==> src/sme_pkg.sv <==
// Shared types, codes and sizing constants for the slot mailbox engine.
package sme_pkg;

  localparam int NUM_SLOTS = 8;
  localparam int MSG_MAX   = 64;

  localparam int SLOT_W    = (NUM_SLOTS > 1) ? $clog2(NUM_SLOTS) : 1;
  localparam int MEM_DEPTH = NUM_SLOTS * MSG_MAX;
  localparam int ADDR_W    = (MEM_DEPTH > 1) ? $clog2(MEM_DEPTH) : 1;
  localparam int CNT_W     = 7;
  localparam int FROM_W    = 9;

  localparam logic [FROM_W-1:0] NO_SENDER = '1;

  typedef enum logic [1:0] {
    MODE_SEND  = 2'd0,
    MODE_RECV  = 2'd1,
    MODE_CLEAR = 2'd2,
    MODE_NONE  = 2'd3
  } mode_t;

  typedef enum logic [2:0] {
    STS_OK       = 3'd0,
    STS_BAD_ARG  = 3'd1,
    STS_NOT_RUN  = 3'd2,
    STS_OCCUPIED = 3'd3,
    STS_EMPTY    = 3'd4
  } status_t;

  typedef enum logic {
    ST_IDLE = 1'b0,
    ST_READ = 1'b1
  } state_t;

  // controller to datapath
  typedef struct packed {
    logic accept;
    logic rd_issue;
  } cmd_t;

  // datapath to controller
  typedef struct packed {
    logic rx_go;
    logic rd_last;
  } sts_t;

endpackage

==> src/sme_ctrl.sv <==
// Controller state machine: accepts beats and sequences message read-out.
module sme_ctrl
  import sme_pkg::*;
(
  input  logic clk,
  input  logic rst_n,
  input  logic start,
  output logic busy,
  output cmd_t cmd,
  input  sts_t sts
);

  state_t state_r, state_nxt;

  // advance state
  always_ff @(posedge clk) begin
    if (!rst_n) begin
      state_r <= ST_IDLE;
    end else begin
      state_r <= state_nxt;
    end
  end

  // choose next state
  always_comb begin
    state_nxt = state_r;
    unique case (state_r)
      ST_IDLE: begin
        if (cmd.accept && sts.rx_go) state_nxt = ST_READ;
      end
      ST_READ: begin
        if (sts.rd_last) state_nxt = ST_IDLE;
      end
      default: state_nxt = ST_IDLE;
    endcase
  end

  // drive commands
  always_comb begin
    busy         = (state_r == ST_READ);
    cmd.accept   = start && !busy;
    cmd.rd_issue = (state_r == ST_READ);
  end

endmodule

==> src/sme_dp.sv <==
// Datapath: message store, slot tables, run tracking, counters and result registers.
module sme_dp
  import sme_pkg::*;
(
  input  logic                     clk,
  input  logic                     rst_n,
  input  cmd_t                     cmd,
  output sts_t                     sts,
  input  logic [1:0]               in_mode,
  input  logic [7:0]               in_slot,
  input  logic [7:0]               in_sender,
  input  logic                     in_dest_running,
  input  logic [7:0]               in_length,
  input  logic [7:0]               in_data_byte,
  output logic                     out_valid,
  output logic [2:0]               out_status,
  output logic [7:0]               out_out_byte,
  output logic                     out_byte_valid,
  output logic                     out_last_result,
  output logic [CNT_W-1:0]         out_byte_count,
  output logic signed [FROM_W-1:0] out_from_id,
  output logic [31:0]              out_sent_count,
  output logic [31:0]              out_delivered_count,
  output logic [31:0]              out_refused_count
);

  // storage
  logic [7:0]        mem [MEM_DEPTH];
  logic [CNT_W-1:0]  slot_len_r  [NUM_SLOTS];
  logic [FROM_W-1:0] slot_from_r [NUM_SLOTS];

  // run state
  logic       run_active_r, run_active_nxt;
  logic [7:0] run_pos_r, run_pos_nxt;
  status_t    run_verdict_r, run_verdict_nxt;
  logic [7:0] run_slot_r, run_slot_nxt;
  logic [7:0] run_sender_r, run_sender_nxt;
  logic [7:0] run_len_r, run_len_nxt;

  // counters
  logic [31:0] sent_r, sent_nxt;
  logic [31:0] dlv_r, dlv_nxt;
  logic [31:0] ref_r, ref_nxt;

  // read-out state
  logic [ADDR_W-1:0] rx_base_r, rx_base_nxt;
  logic [CNT_W-1:0]  rx_take_r, rx_take_nxt;
  logic [FROM_W-1:0] rx_from_r, rx_from_nxt;
  logic [CNT_W-1:0]  rd_idx_r, rd_idx_nxt;

  // result registers
  logic              ov_r;
  status_t           ost_r;
  logic              obv_r;
  logic              olast_r;
  logic [CNT_W-1:0]  ocnt_r;
  logic [FROM_W-1:0] ofrom_r;
  logic [7:0]        mem_q_r;

  // item decode
  mode_t             mode;
  logic              first;
  logic              in_range;
  logic [SLOT_W-1:0] in_idx;
  logic [SLOT_W-1:0] run_idx;
  status_t           new_verdict;
  status_t           verdict;
  logic [7:0]        v_slot;
  logic [7:0]        v_len;
  logic [7:0]        pos;
  logic [7:0]        items;
  logic              done;
  logic [CNT_W-1:0]  cur_len;
  logic [CNT_W-1:0]  take;

  // status to the controller
  logic              rx_go;
  logic              rd_last;

  // memory and table controls
  logic              mem_we;
  logic [ADDR_W-1:0] mem_waddr;
  logic              mem_re;
  logic [ADDR_W-1:0] mem_raddr;
  logic              tbl_we;
  logic [SLOT_W-1:0] tbl_idx;
  logic [CNT_W-1:0]  tbl_len;
  logic [FROM_W-1:0] tbl_from;

  // next result
  logic              res_vld;
  status_t           res_status;
  logic              res_bv;
  logic              res_last;
  logic [CNT_W-1:0]  res_cnt;
  logic [FROM_W-1:0] res_from;

  assign mode     = mode_t'(in_mode);
  assign first    = !run_active_r;
  assign in_range = ({1'b0, in_slot} < 9'(NUM_SLOTS));
  assign in_idx   = in_slot[SLOT_W-1:0];
  assign v_slot   = first ? in_slot : run_slot_r;
  assign run_idx  = v_slot[SLOT_W-1:0];
  assign v_len    = first ? in_length : run_len_r;
  assign pos      = first ? 8'd0 : run_pos_r;
  assign items    = (v_len == 8'd0) ? 8'd1 : v_len;
  assign done     = ((pos + 8'd1) == items);
  assign cur_len  = slot_len_r[in_idx];
  assign take     = ({1'b0, cur_len} < in_length) ? cur_len : in_length[CNT_W-1:0];
  assign rd_last  = ((rd_idx_r + 7'd1) == rx_take_r);
  assign sts      = '{rx_go: rx_go, rd_last: rd_last};

  // check the first beat of a send run, in priority order
  always_comb begin
    priority if (!in_range || in_length == 8'd0 || {1'b0, in_length} > 9'(MSG_MAX)) begin
      new_verdict = STS_BAD_ARG;
    end else if (!in_dest_running) begin
      new_verdict = STS_NOT_RUN;
    end else if (cur_len != '0) begin
      new_verdict = STS_OCCUPIED;
    end else begin
      new_verdict = STS_OK;
    end
  end

  assign verdict = first ? new_verdict : run_verdict_r;

  // work out every update for this cycle
  always_comb begin
    run_active_nxt  = run_active_r;
    run_pos_nxt     = run_pos_r;
    run_verdict_nxt = run_verdict_r;
    run_slot_nxt    = run_slot_r;
    run_sender_nxt  = run_sender_r;
    run_len_nxt     = run_len_r;
    sent_nxt        = sent_r;
    dlv_nxt         = dlv_r;
    ref_nxt         = ref_r;
    rx_base_nxt     = rx_base_r;
    rx_take_nxt     = rx_take_r;
    rx_from_nxt     = rx_from_r;
    rd_idx_nxt      = rd_idx_r;
    mem_we          = 1'b0;
    mem_waddr       = ADDR_W'(v_slot) * ADDR_W'(MSG_MAX) + ADDR_W'(pos);
    mem_re          = 1'b0;
    mem_raddr       = rx_base_r + ADDR_W'(rd_idx_r);
    tbl_we          = 1'b0;
    tbl_idx         = in_idx;
    tbl_len         = '0;
    tbl_from        = NO_SENDER;
    res_vld         = 1'b0;
    res_status      = STS_OK;
    res_bv          = 1'b0;
    res_last        = 1'b1;
    res_cnt         = '0;
    res_from        = NO_SENDER;
    rx_go           = 1'b0;

    if (cmd.accept) begin
      unique case (mode)
        MODE_SEND: begin
          if (first) begin
            run_slot_nxt    = in_slot;
            run_sender_nxt  = in_sender;
            run_len_nxt     = in_length;
            run_verdict_nxt = new_verdict;
            if (new_verdict != STS_OK) ref_nxt = ref_r + 32'd1;
          end
          // store the byte while it still fits
          if (verdict == STS_OK && {1'b0, pos} < 9'(MSG_MAX)) mem_we = 1'b1;
          run_pos_nxt    = pos + 8'd1;
          run_active_nxt = !done;
          if (done) begin
            res_vld = 1'b1;
            if (verdict == STS_OK) begin
              tbl_we   = 1'b1;
              tbl_idx  = run_idx;
              tbl_len  = v_len[CNT_W-1:0];
              tbl_from = {1'b0, first ? in_sender : run_sender_r};
              sent_nxt = sent_r + 32'd1;
              res_cnt  = v_len[CNT_W-1:0];
            end else begin
              res_status = verdict;
            end
          end
        end
        MODE_RECV: begin
          run_active_nxt = 1'b0;
          priority if (!in_range) begin
            res_vld    = 1'b1;
            res_status = STS_BAD_ARG;
          end else if (cur_len == '0) begin
            res_vld    = 1'b1;
            res_status = STS_EMPTY;
          end else begin
            tbl_we  = 1'b1;
            dlv_nxt = dlv_r + 32'd1;
            if (take == '0) begin
              res_vld  = 1'b1;
              res_from = slot_from_r[in_idx];
            end else begin
              rx_go       = 1'b1;
              rx_base_nxt = ADDR_W'(in_slot) * ADDR_W'(MSG_MAX);
              rx_take_nxt = take;
              rx_from_nxt = slot_from_r[in_idx];
              rd_idx_nxt  = '0;
            end
          end
        end
        MODE_CLEAR: begin
          run_active_nxt = 1'b0;
          tbl_we         = in_range;
        end
        MODE_NONE: begin
        end
        default: begin
        end
      endcase
    end

    // read out one byte per cycle
    if (cmd.rd_issue) begin
      mem_re     = 1'b1;
      rd_idx_nxt = rd_idx_r + 7'd1;
      res_vld    = 1'b1;
      res_bv     = 1'b1;
      res_last   = rd_last;
      res_cnt    = rx_take_r;
      res_from   = rx_from_r;
    end
  end

  // message store
  always_ff @(posedge clk) begin
    if (mem_we) mem[mem_waddr] <= in_data_byte;
    if (mem_re) mem_q_r <= mem[mem_raddr];
  end

  // slot tables
  always_ff @(posedge clk) begin
    if (!rst_n) begin
      for (int i = 0; i < NUM_SLOTS; i++) begin
        slot_len_r[i]  <= '0;
        slot_from_r[i] <= NO_SENDER;
      end
    end else if (tbl_we) begin
      slot_len_r[tbl_idx]  <= tbl_len;
      slot_from_r[tbl_idx] <= tbl_from;
    end
  end

  // control state and counters
  always_ff @(posedge clk) begin
    if (!rst_n) begin
      run_active_r  <= 1'b0;
      run_pos_r     <= '0;
      run_verdict_r <= STS_OK;
      run_slot_r    <= '0;
      run_sender_r  <= '0;
      run_len_r     <= '0;
      sent_r        <= '0;
      dlv_r         <= '0;
      ref_r         <= '0;
      rd_idx_r      <= '0;
      ov_r          <= 1'b0;
    end else begin
      run_active_r  <= run_active_nxt;
      run_pos_r     <= run_pos_nxt;
      run_verdict_r <= run_verdict_nxt;
      run_slot_r    <= run_slot_nxt;
      run_sender_r  <= run_sender_nxt;
      run_len_r     <= run_len_nxt;
      sent_r        <= sent_nxt;
      dlv_r         <= dlv_nxt;
      ref_r         <= ref_nxt;
      rd_idx_r      <= rd_idx_nxt;
      ov_r          <= res_vld;
    end
  end

  // payload registers
  always_ff @(posedge clk) begin
    rx_base_r <= rx_base_nxt;
    rx_take_r <= rx_take_nxt;
    rx_from_r <= rx_from_nxt;
    ost_r     <= res_status;
    obv_r     <= res_bv;
    olast_r   <= res_last;
    ocnt_r    <= res_cnt;
    ofrom_r   <= res_from;
  end

  // drive result ports
  assign out_valid           = ov_r;
  assign out_status          = ost_r;
  assign out_out_byte        = obv_r ? mem_q_r : 8'd0;
  assign out_byte_valid      = obv_r;
  assign out_last_result     = olast_r;
  assign out_byte_count      = ocnt_r;
  assign out_from_id         = $signed(ofrom_r);
  assign out_sent_count      = sent_r;
  assign out_delivered_count = dlv_r;
  assign out_refused_count   = ref_r;

endmodule

==> src/slot_mailbox_engine_unit.sv <==
// Top level of the slot mailbox engine: controller plus datapath.
// Send beats are taken one per cycle while busy is low; a run's status result
// shows in the cycle after its final beat. A receive holds busy while the slot
// memory is read one byte per cycle; bytes appear one per cycle, registered at
// the memory output. Other results show in the cycle after their beat.
// Synchronous active-low reset empties all slots and zeroes counters.
// Results are single-cycle strobes; the receiver cannot stall.
module slot_mailbox_engine_unit
  import sme_pkg::*;
(
  input  logic                     clk,
  input  logic                     rst_n,
  input  logic                     start,
  output logic                     busy,
  input  logic [1:0]               in_mode,
  input  logic [7:0]               in_slot,
  input  logic [7:0]               in_sender,
  input  logic                     in_dest_running,
  input  logic [7:0]               in_length,
  input  logic [7:0]               in_data_byte,
  output logic                     out_valid,
  output logic [2:0]               out_status,
  output logic [7:0]               out_out_byte,
  output logic                     out_byte_valid,
  output logic                     out_last_result,
  output logic [CNT_W-1:0]         out_byte_count,
  output logic signed [FROM_W-1:0] out_from_id,
  output logic [31:0]              out_sent_count,
  output logic [31:0]              out_delivered_count,
  output logic [31:0]              out_refused_count
);

  cmd_t cmd;
  sts_t sts;

  sme_ctrl u_ctrl (
    .clk   (clk),
    .rst_n (rst_n),
    .start (start),
    .busy  (busy),
    .cmd   (cmd),
    .sts   (sts)
  );

  sme_dp u_dp (
    .clk                 (clk),
    .rst_n               (rst_n),
    .cmd                 (cmd),
    .sts                 (sts),
    .in_mode             (in_mode),
    .in_slot             (in_slot),
    .in_sender           (in_sender),
    .in_dest_running     (in_dest_running),
    .in_length           (in_length),
    .in_data_byte        (in_data_byte),
    .out_valid           (out_valid),
    .out_status          (out_status),
    .out_out_byte        (out_out_byte),
    .out_byte_valid      (out_byte_valid),
    .out_last_result     (out_last_result),
    .out_byte_count      (out_byte_count),
    .out_from_id         (out_from_id),
    .out_sent_count      (out_sent_count),
    .out_delivered_count (out_delivered_count),
    .out_refused_count   (out_refused_count)
  );

endmodule

==> config.mk <==
export PLATFORM = sky130hd
export DESIGN_NAME = slot_mailbox_engine_unit
export DESIGN_NICKNAME = d
export VERILOG_FILES = /design/src/sme_pkg.sv /design/src/sme_ctrl.sv /design/src/sme_dp.sv /design/src/slot_mailbox_engine_unit.sv
export SDC_FILE = /design/constraint.sdc
export NUM_CORES = 2
export LEC_CHECK = 0
export BUFFER_PORTS_ARGS = -buffer_cell sky130_fd_sc_hd__buf_2
export CAP_MARGIN = 0
export CORE_AREA = 5 5 531 533
export CTS_CLUSTER_DIAMETER = 80
export DETAILED_ROUTE_END_ITERATION = 16
export DIE_AREA = 0 0 536 538
export GPL_TIMING_DRIVEN = 0
export PLACE_DENSITY = 0.78
export SLEW_MARGIN = 15
export SYNTH_ARGS = -nofsm -noshare
export SYNTH_HDL_FRONTEND = slang
export SYNTH_MEMORY_MAX_BITS = 65536
export SYNTH_SLANG_ARGS = --single-unit
==> constraint.sdc <==
create_clock -name clk -period 8.72 [get_ports clk]
set_input_delay 0.872 -clock clk [delete_from_list [all_inputs] [get_ports clk]]
set_output_delay 0.872 -clock clk [all_outputs]
set_load 0.05 [all_outputs]
After elaboration in Yosys (flattened, before gate mapping)
Memories as Yosys holds them, arrays and structs flattened. A register that Yosys moved wholly into a read port is not among the register bits.
Index checks and enable logic that the tools add are counted.
- reduce and logical (&&, ||, !) cells: 30
- equality and inequality tests: 6
- order comparisons: 4
- $add $sub $neg: 7
- multiplexer cells: 79
- bitwise gates (word level): 4
- operators by type and width (operator ; count):
    $mux 9 ; 11
    $add 32x1->32 const B ; 3
    $mux 7 ; 13
    $mux 3 ; 14
    $mux 8 ; 5
    $mux 1 ; 30
    $logic_not 8->1 ; 2
    $logic_not 7->1 ; 2
    $reduce_and 4->1 ; 3
    $reduce_and 5->1 ; 2
    $add 9x7->9 ; 1
    $add 9x8->9 ; 1
    $reduce_or 9->1 ; 1
    $add 8x1->8 const B ; 1
    $eq 8x8->1 ; 1
    $gt 8x7->1 const B ; 1
    $lt 7x8->1 ; 1
    $lt 8x4->1 const B ; 1
    $lt 8x7->1 const B ; 1
    $reduce_bool 2->1 ; 4
    $add 7x1->7 const B ; 1
    $eq 7x7->1 ; 1
    $reduce_bool 7->1 ; 1
    $reduce_or 7->1 ; 1
    16 further kinds ; 28
- word-level logic and storage cells: 153
- RAM bits: 4224
- input bits: 38
- flip-flop bits (word level): 176
- output and inout bits: 127
- memories kept: 3
- memory list (memory ; depth ; width ; rd ports ; clocked after Yosys merged registers in ; wr ports ; line ; source):
    u_dp.mem ; 512 ; 8 ; 1 ; 1 ; 1 ; sme_dp.sv:28 ; logic [7:0] mem [MEM_DEPTH];
    u_dp.slot_from_r ; 8 ; 9 ; 1 ; 0 ; 8 ; sme_dp.sv:30 ; logic [FROM_W-1:0] slot_from_r [NUM_SLOTS];
    u_dp.slot_len_r ; 8 ; 7 ; 1 ; 0 ; 8 ; sme_dp.sv:29 ; logic [CNT_W-1:0] slot_len_r [NUM_SLOTS];

Depth between registers and ports, before layout
- depth in word-level cells: 16
- mapped depth: 19
- mapped depth without buffers: 11

By module
A second synthesis with hierarchy kept.
- cell total of the unflattened synthesis: 8505
- area total of the unflattened synthesis: 171316.8 um2
- modules (own cells, without submodules) (module ; sequential area each (um2) ; cells each ; area each (um2) ; times used):
    sme_dp ; 130775.4 ; 8499 ; 171263.0 ; 1
    sme_ctrl ; 20.0 ; 6 ; 53.8 ; 1

Worst setup path before layout
Ideal clock, no wire load.
- kind: reg2reg
- start: register u_dp.run_active_r
- end: memory u_dp.slot_from_r[0][0] (enable)
- setup time: 0.414 ns
- buffers on the path: 8
- setup slack: 2.394 ns
- arrival time: 5.912 ns
- clock period less this slack: 6.326 ns
- cell stages (with the launch flop): 19
- required time: 8.306 ns
- cell sequence: dfxtp_1 -> clkbuf_1 -> clkbuf_1 -> clkbuf_1 -> clkbuf_1 -> clkbuf_1 -> clkbuf_1 -> and2_1 -> ha_1 -> clkbuf_1 -> nand4_1 -> nand2_1 -> o21ai_0 -> a211o_1 -> nor3_1 -> nand3_1 -> mux2_2 -> clkbuf_1 -> o31ai_1
- RTL lines (item ; line ; source):
    start, declared ; sme_dp.sv:33 ; logic run_active_r, run_active_nxt;
    start signal, assigned ; sme_dp.sv:267 ; run_active_r <= run_active_nxt;
    end, declared ; sme_dp.sv:30 ;

==> results.json <==
{
  "start_util": 0.627,
  "cts_max_path_buffers": 4,
  "synth_seq_cells": 4408,
  "ant_nets": 0,
  "ys_warn_count": 0,
  "synthFlopType": "edfxtp_1",
  "grt.overflow.total": 0,
  "synth_nets": 8418,
  "rsz0062_at_grt": "false",
  "cts_tree": "built",
  "hold_violations": 0,
  "whs_path_depth": 1,
  "die-width_um": 536,
  "cts_buffers": 423,
  "filler_cell_count": 15518,
  "syn2layout_area_growth_pct": 12.5,
  "worst_pin_slew_ps": 1390,
  "rows": 193,
  "dp.cells": 12316,
  "gp_congestion": 0.960,
  "crit_path_start_kind": "flip-flop",
  "critPathKind": "reg -> reg",
  "pin_count": 165,
  "cts-htree-levels": 5,
  "synth_edf_count": 4251,
  "die_area_mm2": 0.288,
  "ys_types": 70,
  "max-vdd-ir-drop_mv": 0.184,
  "yosys-top-cells-area": "edfxtp_1 (74%), mux4_2 (16%), dfxtp_1 (1.8%)",
  "vias": 97724,
  "status": "completed",
  "period_share": 0.966,
  "avgSynthCellArea_um2": 20.7,
  "finalSetupTns_ps": 0,
  "critPathSlowestCell": "o31ai_4",
  "die_y_um": 538,
  "hpwl_mm": 348,
  "drive_gt1_frac": 0.255,
  "reg2reg_depth": 18,
  "fin_skew_ps": 69.0,
  "cp.arrival_ps": 9110,
  "place_ws_ps": 402,
  "drc": 0,
  "clock-sinks": 4408,
  "vias_per_cell": 7.43,
  "fmax_mhz": 119,
  "antenna_found_initial": 51,
  "setup_viol": 0,
  "grt.total_usage": 0.374,
  "clk-insertion-delay-late_ps": 1030,
  "slew_headroom": 0.0748,
  "grt_max_degree": 153,
  "syn_inst": 8358,
  "first_global_vias": 95215,
  "p_leak_nw": 58.1,
  "finalCriticalPeriod_ps": 8420,
  "drt_iter0_markers": 18823,
  "clkTransAtPathRegs_ps": 60,
  "cpMostUsedCell": "clkbuf_1",
  "synth_common_cells": "edfxtp_1 (4251), mux4_2 (1216), nor2_1 (667)",
  "cts_setup_buffers": 0,
  "end_kind": "flip-flop",
  "fin_cells": 13148,
  "cp_max_fo": 10,
  "drv_slew": 0,
  "port_buffers": 164,
  "cts_root_buf": "clkbuf_16",
  "synth_area_mm2": 0.173,
  "p_per_area_mw_per_mm2": 216,
  "dr.pass1.iters": 9,
  "fin_nets": 9100,
  "ff_latch_area_mm2": 0.131,
  "grt_first_pass_wirelength_mm": 745,
  "yosysTopAreaCell": "edfxtp_1",
  "critPathRequiredTime_ps": 9410,
  "yosysMostFrequentCell": "edfxtp_1",
  "cp_cell_sequence": "clkbuf_1 > clkbuf_1 > clkbuf_1 > clkbuf_1 > clkbuf_1 > clkbuf_1 > and2_1 > ha_1 > clkbuf_1 > nand4_1 > xnor2_1 > nand3_1 > nor3_1 > nand3_1 > mux2_2 > clkbuf_1 > o31ai_4 > buf_8",
  "max_stage_delay_ps": 700,
  "multi_input_comb_area_mm2": 0.0401,
  "synth.top_cell.area_share": 0.738,
  "cap_violations": 0,
  "worstHoldPathType": "in -> reg",
  "core_area_mm2": 0.276,
  "setup_ws_ps": 297,
  "wl_per_cell_um": 40.9,
  "drt_wl_total_mm": 538,
  "yosysSeqAreaShare": 0.756,
  "async_flop_share": 0
}
==> per-stage QoR <==
stage | hold slack [ps] | power (W) | cell area (µm²) | utilization
2_1_floorplan | 432 | 0.0238 | 173000 | -
3_3_place_gp | 449 | 0.0244 | 178000 | 0.647
3_5_place_dp | 449 | 0.0243 | 181000 | 0.656
4_1_cts | 74.5 | 0.0419 | 194000 | 0.705
5_1_grt | 84.5 | 0.0429 | 195000 | 0.705
6_report | 109 | 0.0420 | 195000 | 0.705
==> state kept, by name, summed over array words and instances, names as in the netlist, 9 cells and up <==
signal	count
u_dp.mem	4096
u_dp.out_delivered_count	32
u_dp.out_from_id	9
u_dp.out_refused_count	32
u_dp.out_sent_count	32
u_dp.rx_from_r	9
u_dp.slot_from_r	72
u_dp.slot_len_r	56
==> cell type report <==
type	instances	area share
clock inverter	282	0.0131
antenna	51	0.000656
timing repair buffer	257	0.0158
buffer	549	0.0119
sequential	4408	0.672
tap	3705	0.0238
multi-input combinational	3352	0.206
clock buffer	495	0.0559
inverter	49	0.000945
==> what timing repair did <==
item | CTS | global route
hold buffers | 0 | 0
endpoints found under the setup margin | 0 | 8
gates resized for setup | 0 | 1
==> routing by layer <==
metal	GRT usage	share of wire	vias to the layer above
met5	0	0.00081	-
met4	0.261	0.087	40
met3	0.134	0.15	2034
met2	0.545	0.45	9845
met1	0.478	0.31	49661
li1	-	-	36144
==> critical path, delay by kind of cell (launching register included) <==
| kind | cells | cell delay (ps) |
|---|---|---|
| AO/OA/AOI/OAI | 1 | 700 |
| AND/OR/NAND/NOR | 5 | 1830 |
| multiplexers | 1 | 440 |
| flip-flops | 1 | 340 |
| buffers and inverters | 9 | 4260 |
| adder cells (fa/ha/maj) | 1 | 160 |
| XOR/XNOR | 1 | 380 |
==> cell usage in the layout, fill, tap and decap left out, types with 43 or more instances in the layout <==
cell,n
a21oi_1,160
o22ai_1,50
clkinv_1,110
nand4_1,112
clkinv_2,86
xnor2_1,43
mux2i_1,156
dfxtp_1,157
nor2_1,663
clkbuf_1,347
nand2_1,189
clkbuf_16,424
mux2_2,71
diode_2,51
buf_16,61
inv_1,45
clkbuf_2,118
edfxtp_1,4251
nand3_1,51
buf_2,230
buf_1,77
nor4_1,76
o21ai_0,105
mux4_2,1216
==> worst paths after layout <==
path                                      startpoint                endpoint  slack, ps
worst max-delay path               u_dp.run_active_r  u_dp.slot_from_r[3][0]        300
worst min-delay path                      in_slot[1]       u_dp.rx_base_r[7]        110
worst max register to register     u_dp.run_active_r  u_dp.slot_from_r[3][0]        300
worst min register to register  u_dp.run_sender_r[1]    u_dp.run_sender_r[1]        460
==> cells by family after synthesis <==
kind of cell / synth area share
compound gates: 0.0187
xor+xnor: 0.00325
fa+ha+maj: 0.00163
buf+inv: 0.0133
flops: 0.756
mux: 0.172
simple gates: 0.0352
==> power breakdown <==
group	total, W	internal, W	switching (W)
registers	0.0232	0.0232	0.00000946
clock network	0.0181	0.00983	0.00825
logic	0.000704	0.000148	0.000556
total	0.0420	0.0332	0.00881
Note: power is estimated with default switching activity, not from simulation.
